File: config.mk
export PLATFORM = sky130hd
export DESIGN_NAME = color_map_interpolator_core
export DESIGN_NICKNAME = d
export VERILOG_FILES = /design/src/cmi_pkg.sv /design/src/color_map_interpolator_core.sv /design/src/cmi_select.sv /design/src/cmi_blend.sv /design/src/cmi_div.sv
export SDC_FILE = /design/constraint.sdc
export NUM_CORES = 2
export LEC_CHECK = 0
export BUFFER_PORTS_ARGS = -buffer_cell sky130_fd_sc_hd__buf_2
export CORE_ASPECT_RATIO = 1.4
export CORE_MARGIN = 2
export CORE_UTILIZATION = 50
export CTS_BUF_LIST = sky130_fd_sc_hd__clkbuf_8
export DETAILED_ROUTE_END_ITERATION = 8
export HOLD_SLACK_MARGIN = 0.12
export PLACE_DENSITY = 0.72
export SLEW_MARGIN = 30
export SYNTH_ARGS = -nofsm -noshare
export SYNTH_HDL_FRONTEND = slang
export SYNTH_HIERARCHICAL = 1
export SYNTH_SLANG_ARGS = --single-unit
File: constraint.sdc
create_clock -name clk -period 32.7 [get_ports clk]
set_clock_uncertainty 0.15 [all_clocks]
set_input_delay 4.905 -clock clk [delete_from_list [all_inputs] [get_ports clk]]
set_output_delay 4.905 -clock clk [all_outputs]
set_load 0.01 [all_outputs]
File: src/cmi_pkg.sv
// Shared types and constants for the color map interpolator.
// Used by the core, select, blend and divider modules; depends on nothing else.
`timescale 1ns / 1ps
package cmi_pkg;

  // Number of stop registers, fixed by the register map.
  localparam int STOP_REGS      = 6;
  localparam int STOP_IDX_BITS  = 3;
  localparam int CFG_INDEX_BITS = 4;

  // Register indexes on the configuration port.
  localparam logic [CFG_INDEX_BITS-1:0] REG_MAP_MODE   = 4'd0;
  localparam logic [CFG_INDEX_BITS-1:0] REG_STOP_COUNT = 4'd1;
  localparam logic [CFG_INDEX_BITS-1:0] REG_STOP_BASE  = 4'd2;

  // Map modes.
  localparam logic MODE_LINEAR = 1'b0;
  localparam logic MODE_STEP   = 1'b1;

  localparam logic [2:0] COUNT_RESET = 3'd3;

  // Reset colors of the first three stops, given at 8 bits per channel.
  localparam logic [7:0] STOP0_RED   = 8'h33;
  localparam logic [7:0] STOP0_GREEN = 8'h40;
  localparam logic [7:0] STOP0_BLUE  = 8'hBF;
  localparam logic [7:0] STOP1_RED   = 8'hD9;
  localparam logic [7:0] STOP1_GREEN = 8'hD9;
  localparam logic [7:0] STOP1_BLUE  = 8'hD9;
  localparam logic [7:0] STOP2_RED   = 8'hE6;
  localparam logic [7:0] STOP2_GREEN = 8'h26;
  localparam logic [7:0] STOP2_BLUE  = 8'h1A;

  // Control that travels with each request between pipeline sections.
  typedef struct packed {
    logic valid;
    logic direct;   // result is a stop color, no blend needed
  } cmi_ctl_t;

endpackage

File: src/color_map_interpolator_core.sv
// Throughput: one sample per cycle; the output stalls only on out_ready, and
// bubbles in the pipeline still take new requests while a result waits.
// Depth is set by the restoring divider, one quotient bit per stage.
// Reset (rst_n low, synchronous) empties the pipeline and loads register defaults.
// Depends on cmi_pkg, cmi_select, cmi_blend and cmi_div.
`timescale 1ns / 1ps
module color_map_interpolator_core #(
  parameter int MAX_STOPS    = 6,
  parameter int SAMPLE_BITS  = 16,
  parameter int CHANNEL_BITS = 8
) (
  input  logic                                   clk,
  input  logic                                   rst_n,
  input  logic                                   in_valid,
  output logic                                   in_ready,
  input  logic [SAMPLE_BITS-1:0]                 in_sample,
  output logic                                   out_valid,
  input  logic                                   out_ready,
  output logic [CHANNEL_BITS-1:0]                out_red,
  output logic [CHANNEL_BITS-1:0]                out_green,
  output logic [CHANNEL_BITS-1:0]                out_blue,
  input  logic                                   cfg_valid,
  output logic                                   cfg_ready,
  input  logic [cmi_pkg::CFG_INDEX_BITS-1:0]     cfg_index,
  input  logic [SAMPLE_BITS+3*CHANNEL_BITS-1:0]  cfg_data
);

  localparam int STOP_W = SAMPLE_BITS + 3 * CHANNEL_BITS;
  localparam int NW     = SAMPLE_BITS + CHANNEL_BITS + 2;
  localparam logic [SAMPLE_BITS-1:0] POS_ZERO = '0;
  localparam logic [SAMPLE_BITS-1:0] POS_MID  = {1'b1, {(SAMPLE_BITS - 1){1'b0}}};
  localparam logic [SAMPLE_BITS-1:0] POS_FULL = '1;

  // Scale an 8-bit reset color to the channel width.
  function automatic logic [CHANNEL_BITS-1:0] scale_ch(input logic [7:0] c);
    logic [19:0] w;
    w = {c, 12'd0};
    return w[19 -: CHANNEL_BITS];
  endfunction

  logic                                       map_mode_r;
  logic [2:0]                                 stop_count_r;
  logic [cmi_pkg::STOP_REGS-1:0][STOP_W-1:0]  stops_r;
  logic [cmi_pkg::CFG_INDEX_BITS-1:0]         stop_off;

  cmi_pkg::cmi_ctl_t            sel_ctl;
  cmi_pkg::cmi_ctl_t            bl_ctl;
  logic                         bl_ready;
  logic                         div_ready;
  logic [2:0][CHANNEL_BITS-1:0] sel_lo;
  logic [2:0][CHANNEL_BITS-1:0] sel_hi;
  logic [SAMPLE_BITS-1:0]       sel_span;
  logic [SAMPLE_BITS-1:0]       sel_off;
  logic [SAMPLE_BITS-1:0]       sel_rem;
  logic [2:0][NW-1:0]           bl_num;
  logic [SAMPLE_BITS-1:0]       bl_span;
  logic [2:0][CHANNEL_BITS-1:0] bl_col;
  logic [2:0][CHANNEL_BITS-1:0] quot;

  assign cfg_ready = 1'b1;
  assign stop_off  = cfg_index - cmi_pkg::REG_STOP_BASE;

  always_ff @(posedge clk) begin
    if (!rst_n) begin
      map_mode_r   <= cmi_pkg::MODE_LINEAR;
      stop_count_r <= cmi_pkg::COUNT_RESET;
      stops_r[0]   <= {POS_ZERO, scale_ch(cmi_pkg::STOP0_RED),
                       scale_ch(cmi_pkg::STOP0_GREEN), scale_ch(cmi_pkg::STOP0_BLUE)};
      stops_r[1]   <= {POS_MID, scale_ch(cmi_pkg::STOP1_RED),
                       scale_ch(cmi_pkg::STOP1_GREEN), scale_ch(cmi_pkg::STOP1_BLUE)};
      stops_r[2]   <= {POS_FULL, scale_ch(cmi_pkg::STOP2_RED),
                       scale_ch(cmi_pkg::STOP2_GREEN), scale_ch(cmi_pkg::STOP2_BLUE)};
      for (int k = 3; k < cmi_pkg::STOP_REGS; k++) begin
        stops_r[k] <= '0;
      end
    end else if (cfg_valid && cfg_ready) begin
      if (cfg_index == cmi_pkg::REG_MAP_MODE) begin
        map_mode_r <= cfg_data[0];
      end else if (cfg_index == cmi_pkg::REG_STOP_COUNT) begin
        stop_count_r <= cfg_data[2:0];
      end else if (stop_off < cmi_pkg::CFG_INDEX_BITS'(cmi_pkg::STOP_REGS)) begin
        // Indexes past the last stop register give offsets of STOP_REGS or more and are dropped.
        stops_r[stop_off[cmi_pkg::STOP_IDX_BITS-1:0]] <= cfg_data;
      end
    end
  end

  cmi_select #(
    .MAX_STOPS   (MAX_STOPS),
    .SAMPLE_BITS (SAMPLE_BITS),
    .CHANNEL_BITS(CHANNEL_BITS)
  ) u_select (
    .clk        (clk),
    .rst_n      (rst_n),
    .in_valid   (in_valid),
    .in_ready   (in_ready),
    .in_sample  (in_sample),
    .map_mode   (map_mode_r),
    .stop_count (stop_count_r),
    .stops      (stops_r),
    .ctl_o      (sel_ctl),
    .ready_i    (bl_ready),
    .lo_color_o (sel_lo),
    .hi_color_o (sel_hi),
    .span_o     (sel_span),
    .offset_o   (sel_off),
    .remain_o   (sel_rem)
  );

  cmi_blend #(
    .SAMPLE_BITS (SAMPLE_BITS),
    .CHANNEL_BITS(CHANNEL_BITS)
  ) u_blend (
    .clk        (clk),
    .rst_n      (rst_n),
    .ctl_i      (sel_ctl),
    .ready_o    (bl_ready),
    .lo_color_i (sel_lo),
    .hi_color_i (sel_hi),
    .span_i     (sel_span),
    .offset_i   (sel_off),
    .remain_i   (sel_rem),
    .ctl_o      (bl_ctl),
    .ready_i    (div_ready),
    .num_o      (bl_num),
    .span_o     (bl_span),
    .color_o    (bl_col)
  );

  cmi_div #(
    .SAMPLE_BITS (SAMPLE_BITS),
    .CHANNEL_BITS(CHANNEL_BITS)
  ) u_div (
    .clk       (clk),
    .rst_n     (rst_n),
    .ctl_i     (bl_ctl),
    .ready_o   (div_ready),
    .num_i     (bl_num),
    .span_i    (bl_span),
    .color_i   (bl_col),
    .out_valid (out_valid),
    .out_ready (out_ready),
    .quot_o    (quot)
  );

  assign out_red   = quot[0];
  assign out_green = quot[1];
  assign out_blue  = quot[2];

endmodule

File: src/cmi_select.sv
// Stop search and span computation: two pipeline stages.
// Depends on cmi_pkg.
`timescale 1ns / 1ps
module cmi_select #(
  parameter int MAX_STOPS    = 6,
  parameter int SAMPLE_BITS  = 16,
  parameter int CHANNEL_BITS = 8
) (
  input  logic                          clk,
  input  logic                          rst_n,
  input  logic                          in_valid,
  output logic                          in_ready,
  input  logic [SAMPLE_BITS-1:0]        in_sample,
  input  logic                          map_mode,
  input  logic [2:0]                    stop_count,
  input  logic [cmi_pkg::STOP_REGS-1:0][SAMPLE_BITS+3*CHANNEL_BITS-1:0] stops,
  output cmi_pkg::cmi_ctl_t             ctl_o,
  input  logic                          ready_i,
  output logic [2:0][CHANNEL_BITS-1:0]  lo_color_o,
  output logic [2:0][CHANNEL_BITS-1:0]  hi_color_o,
  output logic [SAMPLE_BITS-1:0]        span_o,
  output logic [SAMPLE_BITS-1:0]        offset_o,
  output logic [SAMPLE_BITS-1:0]        remain_o
);

  localparam int STOP_W = SAMPLE_BITS + 3 * CHANNEL_BITS;
  localparam int IW     = cmi_pkg::STOP_IDX_BITS;

  logic [IW-1:0]                n_use;
  logic [IW-1:0]                hi_idx;
  logic [IW-1:0]                lo_sel;
  logic [IW-1:0]                hi_sel;
  logic [cmi_pkg::STOP_REGS-1:0] above;
  logic                         direct_nxt;

  logic                         a_v_r;
  logic                         a_direct_r;
  logic [STOP_W-1:0]            a_lo_r;
  logic [STOP_W-1:0]            a_hi_r;
  logic [SAMPLE_BITS-1:0]       a_s_r;

  logic                         b_v_r;
  logic                         b_direct_r;
  logic [2:0][CHANNEL_BITS-1:0] b_lo_r;
  logic [2:0][CHANNEL_BITS-1:0] b_hi_r;
  logic [SAMPLE_BITS-1:0]       b_span_r;
  logic [SAMPLE_BITS-1:0]       b_off_r;
  logic [SAMPLE_BITS-1:0]       b_rem_r;

  logic                         a_en;
  logic                         b_en;
  logic [SAMPLE_BITS-1:0]       a_plo;
  logic [SAMPLE_BITS-1:0]       a_phi;

  assign b_en     = !b_v_r || ready_i;
  assign a_en     = !a_v_r || b_en;
  assign in_ready = a_en;

  // Stage A: find the first stop in use that lies above the sample.
  always_comb begin
    if (stop_count == 3'd0) begin
      n_use = IW'(1);
    end else if (stop_count > 3'(MAX_STOPS)) begin
      n_use = IW'(MAX_STOPS);
    end else begin
      n_use = stop_count;
    end
    for (int k = 0; k < cmi_pkg::STOP_REGS; k++) begin
      above[k] = (IW'(k) < n_use) && (in_sample < stops[k][STOP_W-1 -: SAMPLE_BITS]);
    end
    hi_idx = n_use;
    for (int k = cmi_pkg::STOP_REGS - 1; k >= 0; k--) begin
      if (above[k]) begin
        hi_idx = IW'(k);
      end
    end
    lo_sel = (hi_idx == '0) ? '0 : hi_idx - IW'(1);
    hi_sel = (hi_idx >= IW'(cmi_pkg::STOP_REGS)) ? IW'(cmi_pkg::STOP_REGS - 1) : hi_idx;
    direct_nxt = (hi_idx == '0) || (hi_idx == n_use) || (map_mode == cmi_pkg::MODE_STEP);
  end

  assign a_plo = a_lo_r[STOP_W-1 -: SAMPLE_BITS];
  assign a_phi = a_hi_r[STOP_W-1 -: SAMPLE_BITS];

  always_ff @(posedge clk) begin
    if (!rst_n) begin
      a_v_r <= 1'b0;
      b_v_r <= 1'b0;
    end else begin
      if (a_en) begin
        a_v_r <= in_valid;
      end
      if (b_en) begin
        b_v_r <= a_v_r;
      end
    end
    if (a_en) begin
      a_direct_r <= direct_nxt;
      a_lo_r     <= stops[lo_sel];
      a_hi_r     <= stops[hi_sel];
      a_s_r      <= in_sample;
    end
    // Stage B: span between the stops and the sample's place inside it.
    if (b_en) begin
      b_direct_r <= a_direct_r;
      for (int c = 0; c < 3; c++) begin
        b_lo_r[c] <= a_lo_r[(3 - c) * CHANNEL_BITS - 1 -: CHANNEL_BITS];
        b_hi_r[c] <= a_hi_r[(3 - c) * CHANNEL_BITS - 1 -: CHANNEL_BITS];
      end
      b_span_r <= a_phi - a_plo;
      b_off_r  <= a_s_r - a_plo;
      b_rem_r  <= a_phi - a_s_r;
    end
  end

  assign ctl_o.valid  = b_v_r;
  assign ctl_o.direct = b_direct_r;
  assign lo_color_o   = b_lo_r;
  assign hi_color_o   = b_hi_r;
  assign span_o       = b_span_r;
  assign offset_o     = b_off_r;
  assign remain_o     = b_rem_r;

endmodule

File: src/cmi_blend.sv
// Weighted color sums: one multiply stage and one rounding-numerator stage.
// Depends on cmi_pkg.
`timescale 1ns / 1ps
module cmi_blend #(
  parameter int SAMPLE_BITS  = 16,
  parameter int CHANNEL_BITS = 8
) (
  input  logic                                           clk,
  input  logic                                           rst_n,
  input  cmi_pkg::cmi_ctl_t                              ctl_i,
  output logic                                           ready_o,
  input  logic [2:0][CHANNEL_BITS-1:0]                   lo_color_i,
  input  logic [2:0][CHANNEL_BITS-1:0]                   hi_color_i,
  input  logic [SAMPLE_BITS-1:0]                         span_i,
  input  logic [SAMPLE_BITS-1:0]                         offset_i,
  input  logic [SAMPLE_BITS-1:0]                         remain_i,
  output cmi_pkg::cmi_ctl_t                              ctl_o,
  input  logic                                           ready_i,
  output logic [2:0][SAMPLE_BITS+CHANNEL_BITS+1:0]       num_o,
  output logic [SAMPLE_BITS-1:0]                         span_o,
  output logic [2:0][CHANNEL_BITS-1:0]                   color_o
);

  localparam int PW = SAMPLE_BITS + CHANNEL_BITS;
  localparam int NW = SAMPLE_BITS + CHANNEL_BITS + 2;

  logic                         c_v_r;
  logic                         c_direct_r;
  logic [2:0][PW-1:0]           c_plo_r;
  logic [2:0][PW-1:0]           c_phi_r;
  logic [SAMPLE_BITS-1:0]       c_span_r;
  logic [2:0][CHANNEL_BITS-1:0] c_col_r;

  logic                         d_v_r;
  logic                         d_direct_r;
  logic [2:0][NW-1:0]           d_num_r;
  logic [SAMPLE_BITS-1:0]       d_span_r;
  logic [2:0][CHANNEL_BITS-1:0] d_col_r;

  logic                         c_en;
  logic                         d_en;
  logic [2:0][PW:0]             sum;

  assign d_en    = !d_v_r || ready_i;
  assign c_en    = !c_v_r || d_en;
  assign ready_o = c_en;

  always_comb begin
    for (int c = 0; c < 3; c++) begin
      sum[c] = (PW + 1)'(c_plo_r[c]) + (PW + 1)'(c_phi_r[c]);
    end
  end

  always_ff @(posedge clk) begin
    if (!rst_n) begin
      c_v_r <= 1'b0;
      d_v_r <= 1'b0;
    end else begin
      if (c_en) begin
        c_v_r <= ctl_i.valid;
      end
      if (d_en) begin
        d_v_r <= c_v_r;
      end
    end
    if (c_en) begin
      c_direct_r <= ctl_i.direct;
      c_span_r   <= span_i;
      c_col_r    <= lo_color_i;
      for (int c = 0; c < 3; c++) begin
        c_plo_r[c] <= PW'(lo_color_i[c]) * PW'(remain_i);
        c_phi_r[c] <= PW'(hi_color_i[c]) * PW'(offset_i);
      end
    end
    // Numerator 2*acc + span, so that the quotient by 2*span rounds halves up.
    if (d_en) begin
      d_direct_r <= c_direct_r;
      d_span_r   <= c_span_r;
      d_col_r    <= c_col_r;
      for (int c = 0; c < 3; c++) begin
        d_num_r[c] <= NW'({sum[c], 1'b0}) + NW'(c_span_r);
      end
    end
  end

  assign ctl_o.valid  = d_v_r;
  assign ctl_o.direct = d_direct_r;
  assign num_o        = d_num_r;
  assign span_o       = d_span_r;
  assign color_o      = d_col_r;

endmodule

File: src/cmi_div.sv
// Pipelined restoring divider, one quotient bit per stage for all three channels.
// The last stage holds the result request. Depends on cmi_pkg.
`timescale 1ns / 1ps
module cmi_div #(
  parameter int SAMPLE_BITS  = 16,
  parameter int CHANNEL_BITS = 8
) (
  input  logic                                     clk,
  input  logic                                     rst_n,
  input  cmi_pkg::cmi_ctl_t                        ctl_i,
  output logic                                     ready_o,
  input  logic [2:0][SAMPLE_BITS+CHANNEL_BITS+1:0] num_i,
  input  logic [SAMPLE_BITS-1:0]                   span_i,
  input  logic [2:0][CHANNEL_BITS-1:0]             color_i,
  output logic                                     out_valid,
  input  logic                                     out_ready,
  output logic [2:0][CHANNEL_BITS-1:0]             quot_o
);

  localparam int NW = SAMPLE_BITS + CHANNEL_BITS + 2;
  localparam int ST = CHANNEL_BITS;

  logic [ST-1:0]                v_r;
  logic [ST-1:0]                dir_r;
  logic [ST-1:0]                en;
  logic [SAMPLE_BITS-1:0]       span_r [ST];
  logic [2:0][NW-1:0]           rem_r  [ST];
  logic [2:0][CHANNEL_BITS-1:0] q_r    [ST];

  for (genvar j = 0; j < ST; j++) begin : g_stage
    logic                         sv;
    logic                         sd;
    logic [SAMPLE_BITS-1:0]       ssp;
    logic [2:0][NW-1:0]           srem;
    logic [2:0][CHANNEL_BITS-1:0] sq;
    logic [NW-1:0]                den_sh;
    logic [2:0][NW-1:0]           rem_nxt;
    logic [2:0][CHANNEL_BITS-1:0] q_nxt;

    if (j == 0) begin : g_first
      // Items that need no blend enter with their stop color as the quotient.
      assign sv   = ctl_i.valid;
      assign sd   = ctl_i.direct;
      assign ssp  = span_i;
      assign srem = num_i;
      assign sq   = ctl_i.direct ? color_i : '0;
    end else begin : g_next
      assign sv   = v_r[j-1];
      assign sd   = dir_r[j-1];
      assign ssp  = span_r[j-1];
      assign srem = rem_r[j-1];
      assign sq   = q_r[j-1];
    end

    if (j == ST - 1) begin : g_last_en
      assign en[j] = !v_r[j] || out_ready;
    end else begin : g_mid_en
      assign en[j] = !v_r[j] || en[j+1];
    end

    always_comb begin
      den_sh  = NW'({ssp, 1'b0}) << (ST - 1 - j);
      rem_nxt = srem;
      q_nxt   = sq;
      for (int c = 0; c < 3; c++) begin
        if (!sd && (srem[c] >= den_sh)) begin
          rem_nxt[c]         = srem[c] - den_sh;
          q_nxt[c][ST-1-j]   = 1'b1;
        end
      end
    end

    always_ff @(posedge clk) begin
      if (!rst_n) begin
        v_r[j] <= 1'b0;
      end else if (en[j]) begin
        v_r[j] <= sv;
      end
      if (en[j]) begin
        dir_r[j]  <= sd;
        span_r[j] <= ssp;
        rem_r[j]  <= rem_nxt;
        q_r[j]    <= q_nxt;
      end
    end
  end

  assign ready_o   = en[0];
  assign out_valid = v_r[ST-1];
  assign quot_o    = q_r[ST-1];

endmodule

==> run summary <==
=================================================================================
Total routing resource utilization after global routing ............        32.6%
GP Congestion ......................................................         1.05
Post-synthesis adder-cell area fraction ............................        19.4%
Simple logic cell fraction of the synthesized area .................        13.8%
Number of cells upsized or downsized after cts .....................            0
Syn Std Cell Area ..................................................   0.113 mm^2
Transition at the pin with the smallest max-transition slack .......      1.16 ns
CTS tree ...........................................................        built
Number of standard cells after synthesis ...........................        10.7k
Total gr overflow ..................................................            0
Leading cell type by number of instances after synthesis ...........     edfxtp_1
Number of setup buffers added after CTS ............................            0
Most frequently used flop master after synthesis ...................     edfxtp_1
Post-synthesis area per instance ...................................    10.6 um^2
Highest routed metal layer .........................................         met5
Vias per cell ......................................................         5.91
Detailed-route wire length .........................................    376000 um
Worst slack, placed ................................................     18.31 ns
Critical path start-end classification .............................       in2out
Nets in the synthesized netlist ....................................        12.2k
Run status ......................................................... finished, final reports clean
Effective utilization at floorplan .................................        50.3%
Length of routed met3 wiring .......................................     18100 um
Number of placement rows ...........................................          206
Clock slew seen by the registers of the worst setup and hold paths .      0.06 ns
Area of the multi-input gates ......................................  0.0623 mm^2
Max Cap Violations .................................................            0
Maximum number of pins on one net before global-route repair .......          151
Number of top-level pins ...........................................           92
Total clock sinks ..................................................         1608
Amount of wire on met2 after detailed routing ......................    198000 um
Final-layout setup total negative slack ............................         0 ns
Layout overhead on the synthesized area ............................        8.52%
Fraction of layout cells with a size suffix above 1 ................        8.42%
Antenna viol nets, final ...........................................            0
Worst slew slack as a fraction of its limit ........................        22.4%
Count of buffers from port buffering ...............................           90
Yosys warning count ................................................            6
Number of pins exceeding their max-slew limit in the final report ..            0
Num CTS Buffers ....................................................          275
Count of flip-flops with a built-in enable after synthesis .........         1352
First-pass GRT wire length .........................................    551000 um
Area of the die ....................................................   0.231 mm^2
Die outline width ..................................................       406 um
Area fraction in compound gates after synthesis ....................        12.3%
Routed len/inst ....................................................      26.8 um
Leading cell types by total area after synthesis ................... edfxtp_1 (36%), ha_1 (10%), fa_1 (9.4%)
Final-stage net count ..............................................        12.3k
Post-Synth XOR/XNOR Area ...........................................        4.69%
Crit path DAT ......................................................      9.29 ns
Residual DRC .......................................................            0
Die Height .........................................................       567 um
Tightest Hold Check Type ...........................................      reg2reg
Clock insertion delay at the later pin of the skew report ..........      1.02 ns
Mux contribution to synthesized area ...............................        4.26%
Setup repair after global routing missed its margin ................           no
Area occupied by registers .........................................  0.0457 mm^2
Buffers from clock root to sink, at most ...........................            4
Final worst-path cycle share .......................................        43.9%
Setup slack after layout ...........................................     18.36 ns
Largest area contributor in the netlist ............................     edfxtp_1
Violation count after the first detailed-routing iteration .........         5132
Via count ..........................................................        83.0k
CTS Hold Buffers Added .............................................            0
Post-detailed-placement half-perimeter wirelength ..................    294000 um
Fillers ............................................................        19.7k
Portion of the post-synthesis area used by sequential elements .....        40.3%
Critical path launch point type .................................... primary input
Maximum operating frequency ........................................   0.0697 GHz
Unique masters post-synth ..........................................          124
Floorplan Core Area ................................................   0.225 mm^2
Length of the first detailed-routing pass in iterations ............            6
Synth Register Bits ................................................         1608
Portion of synthesized cell area occupied by the leading cell type .        35.8%
CTS Root Cell ......................................................     clkbuf_8
Post-synth ARST share ..............................................           0%
H-tree levels ......................................................            5
Number of global-route vias before repair ..........................        87.2k
Final Hold Violating Endpoints .....................................            0
Critical path endpoint category ....................................  output port
Worst Path Max Fanout ..............................................           55
Total of endpoints with negative setup slack in the final report ...            0
Synth top cells by count ........................................... edfxtp_1 (1352), inv_1 (1119), ha_1 (906)
Initial antenna violation count ....................................           35
Minimum clock period after layout ..................................     14.34 ns
Met1 layer wirelength in the final routing .........................    111000 um
Dominant combinational cell family by area after synthesis .........  adder cells
Critical Path RT ...................................................     27.64 ns
=================================================================================
-- cells in the final DEF, fill, tap and decap left out, types with 33 or more instances in the layout --
| master | instances |
|---|---|
| clkinv_1 | 41 |
| a21o_1 | 212 |
| a211oi_1 | 101 |
| ha_1 | 905 |
| o21ai_0 | 412 |
| nor4_1 | 48 |
| o21bai_1 | 74 |
| xor2_1 | 188 |
| buf_4 | 117 |
| fa_1 | 534 |
| o211ai_1 | 35 |
| nor2_1 | 430 |
| nand2b_1 | 86 |
| xnor2_1 | 387 |
| nor3_1 | 205 |
| or3_1 | 71 |
| o32ai_1 | 43 |
| and3_1 | 45 |
| nand2_1 | 842 |
| and2_1 | 672 |
| inv_1 | 1190 |
| o22ai_1 | 47 |
| o21a_1 | 98 |
| a31oi_1 | 52 |
| edfxtp_1 | 1352 |
| nand4_1 | 67 |
| mux2i_1 | 337 |
| clkinv_2 | 33 |
| o221ai_1 | 75 |
| nor2b_1 | 202 |
| dfxtp_1 | 256 |
| o31ai_1 | 56 |
| or2_2 | 39 |
| nand3_1 | 147 |
| buf_2 | 89 |
| a21oi_1 | 451 |
| clkbuf_8 | 295 |
| a21boi_0 | 44 |
| mux2_2 | 121 |
-- final cells by class --
cell class	instances	area share, %
Antenna cell	20	0.0407
Clock buffer	295	3.30
Clock inverter	193	1.16
Inverter	1121	3.43
Multi-Input combinational cell	7583	50.6
Sequential cell	1608	37.2
Tap cell	3016	3.07
Timing Repair Buffer	218	1.23
-- worst max-delay path, stage by stage --
cell,delay (ns)
buf_2,0.10
nor2b_1,0.19
and2_1,0.34
and3_1,0.38
and3_1,0.28
and2_1,0.31
nand2_4,0.41
nor2b_1,0.56
nand2_4,0.44
nor2b_1,0.56
nand2_4,0.43
buf_2,0.31
-- final timing paths --
| check | from | end | slack, ns | cells after the start |
|---|---|---|---|---|
| setup / recovery | out_ready | in_ready | 18.36 | 12 |
| hold / removal | u_div/q_r[1][17] | u_div/q_r[1][41] | 0.24 | 0 |
| setup reg to reg | u_select/lo_color_o[7] | u_blend/c_plo_r[23] | 25.63 | 17 |
| hold reg to reg | u_div/q_r[1][17] | u_div/q_r[1][41] | 0.24 | 0 |
-- cells by family after synthesis --
group / after synthesis
adder cells (fa/ha/maj): 1440
AND/OR/NAND/NOR: 3032
XOR/XNOR: 603
AO/OA/AOI/OAI: 2043
flip-flops: 1608
buffers and inverters: 1483
multiplexers: 464
other: 1
-- metrics by stage --
step / utilization [%] / hold slack (ns) / std cells / instance area, um^2
3_5_place_dp: 52.1 / 0.255 / 13540 / 117000
2_1_floorplan: - / 0.250 / 10674 / 113000
5_1_grt: 54.6 / 0.249 / 14042 / 123000
6_report: 54.6 / 0.236 / 14054 / 123000
3_3_place_gp: 52.0 / 0.251 / 13536 / 117000
4_1_cts: 54.5 / 0.238 / 14028 / 123000
-- per-layer routing --
layer  GRT usage, %  vias up
met5              0        -
met4           35.7       24
met3           5.37     1433
met2           60.0     3098
met1           27.9    40347
li1               -    38115
-- state kept, by name, summed over array words and instances, names as in the netlist, 40 cells and up --
| name | count |
|---|---|
| stops_r | 240 |
| u_blend/c_phi_r | 72 |
| u_blend/c_plo_r | 72 |
| u_blend/num_o | 76 |
| u_div/q_r | 192 |
| u_div/rem_r | 546 |
| u_div/span_r | 112 |
| u_select/a_hi_r | 40 |
| u_select/a_lo_r | 40 |
Power is not shown: default switching activity piles up to over one toggle a cycle in this logic, so the estimate is an artifact.
